## config.mk

```make
export PLATFORM = sky130hd
export DESIGN_NAME = pe_image_checksum
export DESIGN_NICKNAME = d
export VERILOG_FILES = /design/src/rtl/core/pic_pkg.sv /design/src/rtl/core/pe_image_checksum.sv
export SDC_FILE = /design/constraint.sdc
export NUM_CORES = 1
export LEC_CHECK = 0
export BUFFER_PORTS_ARGS = -buffer_cell sky130_fd_sc_hd__buf_4
export CAP_MARGIN = 20
export CORE_ASPECT_RATIO = 1.1
export CORE_MARGIN = 4
export CORE_UTILIZATION = 50
export DETAILED_ROUTE_END_ITERATION = 10
export PLACE_DENSITY = 0.66
export SYNTH_ARGS = -nofsm -noshare
export SYNTH_HDL_FRONTEND = slang
export SYNTH_SLANG_ARGS = --single-unit
```

## constraint.sdc

```tcl
create_clock -name clk_i -period 12.7 [get_ports clk_i]
set_clock_uncertainty 0.05 [all_clocks]
set_input_delay 1.905 -clock clk_i [delete_from_list [all_inputs] [get_ports clk_i]]
set_output_delay 1.905 -clock clk_i [all_outputs]
set_load 0.05 [all_outputs]
```

## src/rtl/core/pic_pkg.sv

```systemverilog
// ----------------------------------------------------------------------------
// pic_pkg
// shared widths and defaults for the image checksum block
// ----------------------------------------------------------------------------
package pic_pkg;

  localparam int unsigned WORD_W          = 32;
  localparam int unsigned SUM_W           = 33;
  localparam int unsigned TAIL_W          = 2;
  localparam int unsigned SKIP_W          = 24;
  localparam int unsigned INDEX_BITS_DEF  = 24;
  localparam int unsigned S_TDATA_W       = 40;
  localparam int unsigned M_TDATA_W       = 32;

  localparam logic [SUM_W-1:0] SUM_LIMIT  = 33'h1_0000_0000;

endpackage

```

## src/rtl/core/pe_image_checksum.sv

```systemverilog
// ----------------------------------------------------------------------------
// pe_image_checksum
// streaming executable image checksum: end-around-carry word sum with one
// skipped word, folded to 16 bits and added to the image byte length
// result: the last word is registered at the input, then its checksum at the output
// throughput: one word per cycle if not stalled, set by the single sum/fold pass
// reset clears the running sum, word index, skip index and all valids
// ----------------------------------------------------------------------------
module pe_image_checksum
  import pic_pkg::*;
#(
  parameter int unsigned INDEX_BITS = INDEX_BITS_DEF
) (
  input  logic                 clk_i,
  input  logic                 rst_ni,

  input  logic                 cfg_valid_i,
  output logic                 cfg_ready_o,
  input  logic [SKIP_W-1:0]    cfg_data_i,     // skip_word_index

  input  logic                 s_axis_tvalid,
  output logic                 s_axis_tready,
  input  logic [S_TDATA_W-1:0] s_axis_tdata,   // data_word [31:0], tail_bytes [33:32]
  input  logic                 s_axis_tlast,

  output logic                 m_axis_tvalid,
  input  logic                 m_axis_tready,
  output logic [M_TDATA_W-1:0] m_axis_tdata    // checksum [31:0]
);

  localparam int unsigned CMP_W = (INDEX_BITS > SKIP_W) ? INDEX_BITS : SKIP_W;

  logic                  in_vld_q;
  logic [WORD_W-1:0]     in_word_q;
  logic [TAIL_W-1:0]     in_tail_q;
  logic                  in_last_q;

  logic [SUM_W-1:0]      sum_q, sum_d;
  logic [INDEX_BITS-1:0] idx_q, idx_d;
  logic [SKIP_W-1:0]     skip_q;

  logic                  out_vld_q;
  logic [WORD_W-1:0]     out_data_q, out_data_d;

  logic                  process;
  logic                  s_acc;
  logic                  skip_hit;
  logic [SUM_W-1:0]      add_raw;
  logic [SUM_W-1:0]      add_fold;
  logic [SUM_W-1:0]      sum_new;
  logic [INDEX_BITS-1:0] idx_inc;
  logic [17:0]           fold1;
  logic [15:0]           fold2;
  logic [WORD_W-1:0]     length;

  assign process       = in_vld_q && (!in_last_q || !out_vld_q || m_axis_tready);
  assign s_axis_tready = !in_vld_q || process;
  assign s_acc         = s_axis_tvalid && s_axis_tready;
  assign cfg_ready_o   = 1'b1;

  always_comb begin
    skip_hit = (CMP_W'(idx_q) == CMP_W'(skip_q));
    add_raw  = SUM_W'(sum_q[WORD_W-1:0]) + SUM_W'(in_word_q) + SUM_W'(sum_q[WORD_W]);
    if (add_raw > SUM_LIMIT) begin
      add_fold = SUM_W'(add_raw[WORD_W-1:0]) + SUM_W'(add_raw[WORD_W]);
    end else begin
      add_fold = add_raw;
    end
    sum_new = skip_hit ? sum_q : add_fold;
    idx_inc = INDEX_BITS'(idx_q + 1'b1);

    fold1  = 18'(sum_new[15:0]) + 18'(sum_new[SUM_W-1:16]);
    fold2  = fold1[15:0] + 16'(fold1[17:16]);
    length = (WORD_W'(idx_inc) << 2) + WORD_W'(in_tail_q);
    out_data_d = WORD_W'(fold2) + length;

    sum_d = sum_q;
    idx_d = idx_q;
    if (process) begin
      if (in_last_q) begin
        sum_d = '0;
        idx_d = '0;
      end else begin
        sum_d = sum_new;
        idx_d = idx_inc;
      end
    end
  end

  always_ff @(posedge clk_i or negedge rst_ni) begin
    if (!rst_ni) begin
      in_vld_q  <= 1'b0;
      out_vld_q <= 1'b0;
      sum_q     <= '0;
      idx_q     <= '0;
      skip_q    <= '0;
    end else begin
      if (s_acc) begin
        in_vld_q <= 1'b1;
      end else if (process) begin
        in_vld_q <= 1'b0;
      end
      if (process && in_last_q) begin
        out_vld_q <= 1'b1;
      end else if (m_axis_tready) begin
        out_vld_q <= 1'b0;
      end
      sum_q <= sum_d;
      idx_q <= idx_d;
      if (cfg_valid_i) begin
        skip_q <= cfg_data_i;
      end
    end
  end

  always_ff @(posedge clk_i) begin
    if (s_acc) begin
      in_word_q <= s_axis_tdata[WORD_W-1:0];
      in_tail_q <= s_axis_tdata[WORD_W+TAIL_W-1:WORD_W];
      in_last_q <= s_axis_tlast;
    end
    if (process && in_last_q) begin
      out_data_q <= out_data_d;
    end
  end

  assign m_axis_tvalid = out_vld_q;
  assign m_axis_tdata  = out_data_q;

  // a set carry bit leaves the low word at zero after every fold
  assert property (@(posedge clk_i) disable iff (!rst_ni)
    sum_q[WORD_W] |-> (sum_q[WORD_W-1:0] == '0))
    else $error("running sum exceeds end-around limit");

  // finishing an image clears the state and raises a result
  assert property (@(posedge clk_i) disable iff (!rst_ni)
    (process && in_last_q) |=> (m_axis_tvalid && sum_q == '0 && idx_q == '0))
    else $error("last word did not produce a result and clear state");

  // an empty input register always takes a new word
  assert property (@(posedge clk_i) disable iff (!rst_ni)
    !in_vld_q |-> s_axis_tready)
    else $error("input stalled with empty input register");

  // a stalled last word waits only on a held result
  assert property (@(posedge clk_i) disable iff (!rst_ni)
    (in_vld_q && !process) |-> (in_last_q && m_axis_tvalid && !m_axis_tready))
    else $error("input register stalled without output back-pressure");

endmodule

```

==> results of run 1 <==
==> metrics by stage <==
stage	hold WS (ns)	utilization	std cells	instance area [µm²]
floorplan	0.425	-	1197	11300
global placement	0.462	0.550	1536	12200
detailed placement	0.465	0.550	1536	12200
CTS	0.482	0.578	1568	12800
global route	0.494	0.580	1569	12900
finish	0.481	0.580	1569	12900
==> cells by family (layout without fill, tap and decap cells) <==
| kind of cell | count (synthesis) | after routing | synth area share |
|---|---|---|---|
| and+or+nand+nor | 411 | 411 | 0.196 |
| AOI/OAI and AO/OA | 289 | 289 | 0.178 |
| DFF | 145 | 145 | 0.348 |
| xor gates and xnor gates | 138 | 138 | 0.109 |
| buffers and inverters | 83 | 160 | 0.0329 |
| adders and majority gates | 73 | 73 | 0.0840 |
| muxes | 52 | 52 | 0.0513 |
| other | 2 | 6 | 0.000663 |
==> worst max-delay path: cells and delay by family (launching register included) <==
family	cells	cell delay [ns]
buffers and inverters	2	0.30
adders and majority gates	6	2.13
and+or+nand+nor	16	4.63
AOI/OAI and AO/OA	11	2.59
DFF	1	0.43
muxes	1	0.31
xor gates and xnor gates	4	0.61
==> per-layer routing <==
metal  track usage  vias to the layer above  wire, µm
li1              -                     4569         -
met3        0.0358                       46      1500
met1         0.331                     4479     13400
met4        0.0711                        0       697
met5             0                        -         0
met2         0.377                      303     13900
==> final cells by class <==
type,instances,area share
well taps,295,0.0287
clock buffers,17,0.0331
inverters,26,0.00759
flip-flops and latches,145,0.306
multi-input cells,969,0.548
clock inverters,15,0.0154
repair buffers,102,0.0611
==> sequential cells by signal (all words and copies together) (netlist names), 2 cells and up <==
register and count:
in_word_q 32, sum_q 33, m_axis_tdata 27, idx_q 24, skip_q 24, in_tail_q 2
==> worst min path at each step <==
stage | from | endpoint | slack (ns) | depth (start not counted)
detailed placement | sum_q[30] | sum_q[30] | 0.47 | 1
floorplan | sum_q[7] | sum_q[7] | 0.43 | 2
global placement | skip_q[21] | skip_q[21] | 0.46 | 1
global route | skip_q[21] | skip_q[21] | 0.49 | 1
CTS | skip_q[3] | skip_q[3] | 0.48 | 1
finish | skip_q[16] | skip_q[16] | 0.48 | 1
==> cells in the final DEF, fill, tap and decap left out, drive strengths merged, types with 9 or more instances in the layout <==
| cell type | count |
|---|---|
| nand3 | 48 |
| ha | 68 |
| a21o | 25 |
| and2 | 16 |
| and3 | 26 |
| o21a | 9 |
| nor3b | 9 |
| nor2 | 78 |
| nand2 | 90 |
| a21oi | 59 |
| nor4 | 17 |
| inv | 30 |
| xor2 | 55 |
| nor2b | 16 |
| o21ai | 70 |
| dfrtp | 83 |
| a22o | 30 |
| nor3 | 40 |
| o31ai | 9 |
| clkbuf | 17 |
| mux2 | 48 |
| edfxtp | 62 |
| o211ai | 13 |
| nand4 | 29 |
| xnor2 | 82 |
| a211oi | 16 |
| a31oi | 9 |
| buf | 102 |
| and4 | 10 |
==> impl_metrics.env, run 1 <==
export IMPL_drt_wl_total_mm=29.5
export IMPL_layout_drive_gt1_share=0.181
export IMPL_regArea_um2=3940
export IMPL_synthCells=1193
export IMPL_finalCritPeriodShare=0.891
export IMPL_cts_root_buf="clkbuf_16"
export IMPL_area_growth_syn_to_layout_pct=13.5
export IMPL_dieArea_um2=25100
export IMPL_status="finished, final reports clean"
export IMPL_grt_max_degree=84
export IMPL_firstDrtPassIters=5
export IMPL_htreeDepth=4
export IMPL_cp_arrival_ns=11.44
export IMPL_dp_slack_ns=1.58
export IMPL_wl_per_cell_um=18.8
export IMPL_hpwl_mm=22.5
export IMPL_antenna_found_initial=0
export IMPL_synth_area_um2=11300
export IMPL_crit_path_start_kind="register"
export IMPL_timing_rr_start="sum_q[23]"
export IMPL_detail_route_antenna_nets=0
export IMPL_synth_cell_types=88
export IMPL_place_gp_congestion=0.914
export IMPL_grt_pass1_wl_mm=47.0
export IMPL_grt_usage=0.236
export IMPL_setup_viol=0
export IMPL_worstSkewPairLatency_ns=0.43
export IMPL_reg2reg_depth=40
export IMPL_drtIter0Drc=643
export IMPL_die_x_um=152
export IMPL_slew_headroom=0.336
export IMPL_r2r_end="m_axis_tdata[21]"
export IMPL_rsz0062_at_grt="false"
export IMPL_die_y_um=166
export IMPL_worstMarginPinSlew_ns=0.997
export IMPL_holdBufCountCts=0
export IMPL_yosysMostFrequentCell="nand2_1"
export IMPL_max_cap_violations=0
export IMPL_syn_mean_instance_area_um2=9.49
export IMPL_antenna_cells=0
export IMPL_worstSetupPathType="register to register"
export IMPL_post_cts_resized=0
export IMPL_slowest_delay_ns=0.69
export IMPL_maxSlewViolCount=0
export IMPL_cp_common_cell="ha_1"
export IMPL_vias_per_cell=5.99
export IMPL_overflow=0
export IMPL_timing_fmax_mhz=88.4
export IMPL_drcViolationCount=0
export IMPL_regToRegSetupSlack_ns=1.38
export IMPL_hold_path_class="register to register"
export IMPL_ys_seq_elements=145
export IMPL_post_cts_buffers=0
export IMPL_synth_area_leaders="dfrtp_1 18%, edfxtp_1 16%, ha_1 7.5%, xnor2_1 6.2%, mux2_2 4.8%"
export IMPL_nNetsFinal=1404
export IMPL_synth_commonest_cells="89 x nand2_1, 83 x dfrtp_1, 80 x xnor2_1, 78 x nor2_1, 68 x ha_1"
export IMPL_io_pins=105
export IMPL_cts_buffers=17
export IMPL_grt_pass1_vias=8800
export IMPL_final_hold_viol_count=0
export IMPL_multi_input_area_um2=7040
export IMPL_synth_edf_count=62
export IMPL_critPathRequiredTime_ns=12.83
export IMPL_async_reset_ff_frac=0.572
export IMPL_yosysSeqAreaShare=0.348
export IMPL_period_minus_slack_ns=11.32
export IMPL_initial_core_util=0.511
export IMPL_critPathMaxFanout=13
export IMPL_cts_tree="done"
export IMPL_via_count=9397
export IMPL_yosys_area_top_type_share=0.183
export IMPL_synth_top_area_cell="dfrtp_1"
export IMPL_cp_end_kind="register"
export IMPL_crit_path_end="m_axis_tdata[21]"
export IMPL_nFillCells=1960
export IMPL_numClockSinks=145
export IMPL_io_buffers=92
export IMPL_clk_pin_slew_ns=0.07
export IMPL_rows=57
export IMPL_clockBufferDepth=2
export IMPL_synth_main_ff_cell="dfrtp_1"
export IMPL_core_area_um2=22200
export IMPL_crit_start="sum_q[23]"
export IMPL_crit_slowest_cell="nor4_1"
export IMPL_tns_ns=0
export IMPL_ys_warn_count=0
export IMPL_finalWorstSetupSlack_ns=1.38
Power of run 1 is left out: the tool's default activity adds up to more than one toggle a clock period on the data nets, which glitch-free logic cannot reach.
==> run 2, diff against run 1 <==
--- a/config.mk
+++ b/config.mk
@@ -12,6 +12,7 @@
 export CORE_UTILIZATION = 50
 export DETAILED_ROUTE_END_ITERATION = 10
 export PLACE_DENSITY = 0.66
+export RECOVER_POWER = 50
 export SYNTH_ARGS = -nofsm -noshare
 export SYNTH_HDL_FRONTEND = slang
 export SYNTH_SLANG_ARGS = --single-unit
==> run 2 against run 1 <==
Effect of this change:
- the flow now finishes with violations (max-capacitance violations, max-slew violations)
- hold slack better by 0.00081 ns
- core utilization is 0.17 points lower
- routed wire length is 0.16% lower
- sequential share of layout area is 0.093 points higher
- maximum frequency is 0.30% higher
- setup slack better by 0.034 ns
- first-iteration DRC count is 3.9% higher
- sequential cell count stayed put
- largest cell class unchanged
==> impl_metrics.env, run 2 (synthesis results as in run 1) <==
export IMPL_firstDrtPassIters=5
export IMPL_antenna_cells=0
export IMPL_layout_drive_gt1_share=0.177
export IMPL_route_met2_wl_mm=14.0
export IMPL_die_x_um=152
export IMPL_regMostFlops="sum_q"
export IMPL_drcViolationCount=0
export IMPL_grt_usage=0.236
export IMPL_path_buf_inv=2
export IMPL_overflow=0
export IMPL_die_y_um=166
export IMPL_place_gp_congestion=0.914
export IMPL_crit_slowest_cell="nor4_1"
export IMPL_rsz0062_at_grt="false"
export IMPL_final_common_cell="nand2_1"
export IMPL_antenna_found_initial=0
export IMPL_r2r_end="m_axis_tdata[21]"
export IMPL_cts_tree="done"
export IMPL_detail_route_antenna_nets=0
export IMPL_period_minus_slack_ns=11.28
export IMPL_worstHoldPathCells=1
export IMPL_largest_reg_flops=33
export IMPL_worstMarginPinSlew_ns=2.47
export IMPL_slew_headroom=-0.646
export IMPL_violations="max-capacitance violations, max-slew violations"
export IMPL_rows=57
export IMPL_post_cts_resized=0
export IMPL_cts_root_buf="clkbuf_16"
export IMPL_reg2reg_depth=40
export IMPL_timing_fmax_mhz=88.6
export IMPL_hold_path_class="register to register"
export IMPL_final_hold_viol_count=0
export IMPL_status="finished with violations"
export IMPL_crit_path_start_kind="register"
export IMPL_wl_per_cell_um=18.8
export IMPL_max_cap_violations=2
export IMPL_area_growth_syn_to_layout_pct=13.2
export IMPL_critPathRequiredTime_ns=12.83
export IMPL_maxSlewViolCount=86
export IMPL_worstSetupPathType="register to register"
export IMPL_min_from="skip_q[3]"
export IMPL_cp_end_kind="register"
export IMPL_finalCritPeriodShare=0.888
export IMPL_via_count=9383
export IMPL_crit_family="simple AND/OR/NAND/NOR gates"
export IMPL_grt_max_degree=84
export IMPL_critPathMaxFanout=13
export IMPL_grt_pass1_vias=8800
export IMPL_vias_per_cell=5.98
export IMPL_numClockSinks=145
export IMPL_io_buffers=92
export IMPL_initial_core_util=0.511
export IMPL_timing_rr_start="sum_q[23]"
export IMPL_drtIter0Drc=668
export IMPL_drt_wl_total_mm=29.5
export IMPL_htreeDepth=4
export IMPL_holdBufCountCts=0
export IMPL_clk_pin_slew_ns=0.07
export IMPL_cp_common_cell="ha_1"
export IMPL_cts_buffers=17
export IMPL_met3_length_mm=1.59
export IMPL_nNetsFinal=1404
export IMPL_io_pins=105
export IMPL_post_cts_buffers=0
export IMPL_core_area_um2=22200
export IMPL_m1WireLength_mm=13.3
export IMPL_grt_pass1_wl_mm=47.0
export IMPL_cp_arrival_ns=11.41
export IMPL_worstSkewPairLatency_ns=0.44
export IMPL_final_cell_mix="89 x nand2_1, 83 x dfrtp_1, 80 x xnor2_1"
export IMPL_hpwl_mm=22.5
export IMPL_top_layer="met4"
export IMPL_setup_viol=0
export IMPL_tns_ns=0
export IMPL_clockBufferDepth=2
export IMPL_dieArea_um2=25100
export IMPL_min_to="skip_q[3]"
export IMPL_regToRegSetupSlack_ns=1.42
export IMPL_slowest_delay_ns=0.70
==> run 2: worst max path at each step <==
stage / startpoint / endpoint / slack, ns / depth (start not counted)
2_1_floorplan: sum_q[0] / m_axis_tdata[21] / 2.94 / 44
3_3_place_gp: sum_q[23] / m_axis_tdata[21] / 1.75 / 41
3_5_place_dp: sum_q[23] / m_axis_tdata[21] / 1.58 / 41
4_1_cts: sum_q[23] / m_axis_tdata[21] / 1.53 / 41
5_1_grt: in_word_q[23] / m_axis_tdata[21] / 0.68 / 41
6_report: sum_q[23] / m_axis_tdata[21] / 1.42 / 40
==> run 2: stage by stage <==
stage,hold slack [ns],cells,instance area [µm²],setup WS (ns),util
after global placement,0.462,1536,12200,1.75,0.550
after detailed placement,0.465,1536,12200,1.58,0.550
after floorplan,0.425,1197,11300,2.94,-
final,0.481,1569,12800,1.42,0.578
after global routing,0.494,1569,12800,0.681,0.578
after CTS,0.482,1568,12800,1.53,0.578
==> run 2: layer usage <==
layer / vias up / track usage
li1: 4580 / -
met1: 4486 / 0.331
met2: 278 / 0.377
met3: 39 / 0.0358
met4: 0 / 0.0711
met5: - / 0
==> run 2: area by class of cell <==
cell class	instances	area, µm²
timing repair buffer	102	747
clock buffer	17	425
clock inverter	15	198
sequential	145	3940
tap	295	369
fill	1968	9360
multi-input combinational	969	7040
inverter	26	97.6
Power of run 2 is left out for the same reason.
==> run 3, diff against run 2 <==
--- a/config.mk
+++ b/config.mk
@@ -11,7 +11,8 @@
 export CORE_MARGIN = 4
 export CORE_UTILIZATION = 50
 export DETAILED_ROUTE_END_ITERATION = 10
-export PLACE_DENSITY = 0.66
+export GPL_TIMING_DRIVEN = 0
+export PLACE_DENSITY = 0.75
 export RECOVER_POWER = 50
 export SYNTH_ARGS = -nofsm -noshare
 export SYNTH_HDL_FRONTEND = slang
==> constraint.sdc (replaced) <==
create_clock -name clk_i -period 11.1 [get_ports clk_i]
set_clock_uncertainty 0.05 [all_clocks]
set_input_delay 1.665 -clock clk_i [delete_from_list [all_inputs] [get_ports clk_i]]
set_output_delay 1.665 -clock clk_i [all_outputs]
set_load 0.05 [all_outputs]
==> run 3 against run 2 <==
Effect of this change:
- non-clock buffer count up 50
- first-iteration DRC count is 21% higher
- cell count increased by 3.2%
- the flow still finishes with violations (max-capacitance violations, max-slew violations)
- count of clock-buffer cells in the layout is the same
- final area up 2.2%
- highest routed layer unchanged
==> impl_metrics.env, run 3 (synthesis results as in run 1) <==
export IMPL_tns_ns=0
export IMPL_largest_reg_flops=33
export IMPL_fin_util=0.591
export IMPL_grt_max_degree=84
export IMPL_holdBufCountCts=0
export IMPL_cts_root_buf="clkbuf_16"
export IMPL_drtIter0Drc=806
export IMPL_vias_per_cell=6.01
export IMPL_detail_route_antenna_nets=0
export IMPL_dieArea_um2=25100
export IMPL_antenna_cells=0
export IMPL_timing_fmax_mhz=95.7
export IMPL_violations="max-capacitance violations, max-slew violations"
export IMPL_max_cap_violations=1
export IMPL_drt_wl_total_mm=30.3
export IMPL_regToRegSetupSlack_ns=0.65
export IMPL_setup_viol=0
export IMPL_drcViolationCount=0
export IMPL_regMostFlops="sum_q"
export IMPL_cts_buffers=17
export IMPL_grt_pass1_vias=8943
export IMPL_nFillCells=1899
export IMPL_hpwl_mm=23.3
export IMPL_regArea_um2=3940
export IMPL_die_y_um=166
export IMPL_final_common_cell="nand2_1"
export IMPL_antenna_found_initial=0
export IMPL_place_gp_congestion=0.905
export IMPL_slowest_delay_ns=0.48
export IMPL_critPathRequiredTime_ns=11.22
export IMPL_status="finished with violations"
export IMPL_area_growth_syn_to_layout_pct=15.7
export IMPL_maxSlewViolCount=70
export IMPL_core_area_um2=22200
export IMPL_crit_slowest_cell="or3b_2"
export IMPL_wl_per_cell_um=18.7
export IMPL_clockBufferDepth=2
export IMPL_clk_pin_slew_ns=0.07
export IMPL_io_pins=105
export IMPL_crit_path_start_kind="register"
export IMPL_overflow=0
export IMPL_rows=57
export IMPL_slew_headroom=-1.58
export IMPL_htreeDepth=4
export IMPL_final_hold_viol_count=0
export IMPL_dp_slack_ns=-0.578
export IMPL_nNetsFinal=1454
export IMPL_period_minus_slack_ns=10.45
export IMPL_initial_core_util=0.511
export IMPL_finalWorstSetupSlack_ns=0.646
export IMPL_critPathMaxFanout=10
export IMPL_firstDrtPassIters=5
export IMPL_worstSkewPairLatency_ns=0.43
export IMPL_hold_path_class="register to register"
export IMPL_cp_arrival_ns=10.58
export IMPL_grt_pass1_wl_mm=48.0
export IMPL_io_buffers=91
export IMPL_cts_tree="done"
export IMPL_cp_end_kind="register"
export IMPL_worstMarginPinSlew_ns=3.87
export IMPL_layout_drive_gt1_share=0.187
export IMPL_cp_common_cell="ha_1"
export IMPL_finalCritPeriodShare=0.942
export IMPL_multi_input_area_um2=7120
export IMPL_final_cell_mix="89 x nand2_1, 83 x dfrtp_1, 80 x xnor2_1"
export IMPL_die_x_um=152
export IMPL_numClockSinks=145
export IMPL_via_count=9733
export IMPL_worstSetupPathType="register to register"
export IMPL_grt_usage=0.240
[run 3: cell types whose count changed in the layout (fill, tap and decap cells not counted), moves of 3 or more]
cell / change
a21oi_2: +3
buf_6: +3
clkbuf_1: +35
buf_2: +10
a21oi_1: -3
[run 3: final cells by class]
type | instances | area share
plain buffers | 55 | 0.0207
clock buffers | 17 | 0.0325
clock inverters | 15 | 0.0107
inverters | 26 | 0.00745
multi-input cells | 969 | 0.543
flip-flops and latches | 145 | 0.300
well taps | 295 | 0.0282
repair buffers | 97 | 0.0566
[run 3: through the flow]
step	instances	area, µm²	hold WS (ns)
finish	1619	13100	0.480
detailed placement	1585	12500	0.469
floorplan	1197	11300	0.425
CTS	1616	13000	0.484
global placement	1583	12400	0.464
global route	1619	13100	0.490
[run 3: worst paths after layout]
| kind | start | to | cells after the start |
|---|---|---|---|
| max | sum_q[20] | m_axis_tdata[21] | 42 |
| min | skip_q[23] | skip_q[23] | 1 |
| max reg2reg | sum_q[20] | m_axis_tdata[21] | 42 |
| min reg2reg | skip_q[23] | skip_q[23] | 1 |
| max in group asynchronous | rst_ni | sum_q[30] | 2 |
| min in group asynchronous | rst_ni | idx_q[23] | 1 |
[run 3: repair_timing]
action,4_1_cts,5_1_grt
endpoints found under the setup margin,12,14
pin swaps,0,2
endpoints found under the hold margin,0,0
gates resized for setup,7,13
buffers inserted,0,3
[run 3: worst max-delay path: cells and delay by family (launching register included)]
| kind | cells | cell delay (ns) |
|---|---|---|
| AND/OR/NAND/NOR | 15 | 3.59 |
| AO/OA/AOI/OAI | 13 | 2.62 |
| adder cells (fa/ha/maj) | 6 | 1.85 |
| XOR/XNOR | 4 | 0.65 |
| buffers and inverters | 3 | 0.63 |
| flip-flops | 1 | 0.44 |
| multiplexers | 1 | 0.30 |
[run 3: layer usage]
layer  GRT usage  vias up  share of wire
li1            -     4683              -
met3      0.0382       49          0.067
met2       0.363      384           0.46
met4      0.0727        0          0.023
met5           0        -              0
met1       0.352     4617           0.45
Power of run 3 is left out for the same reason.
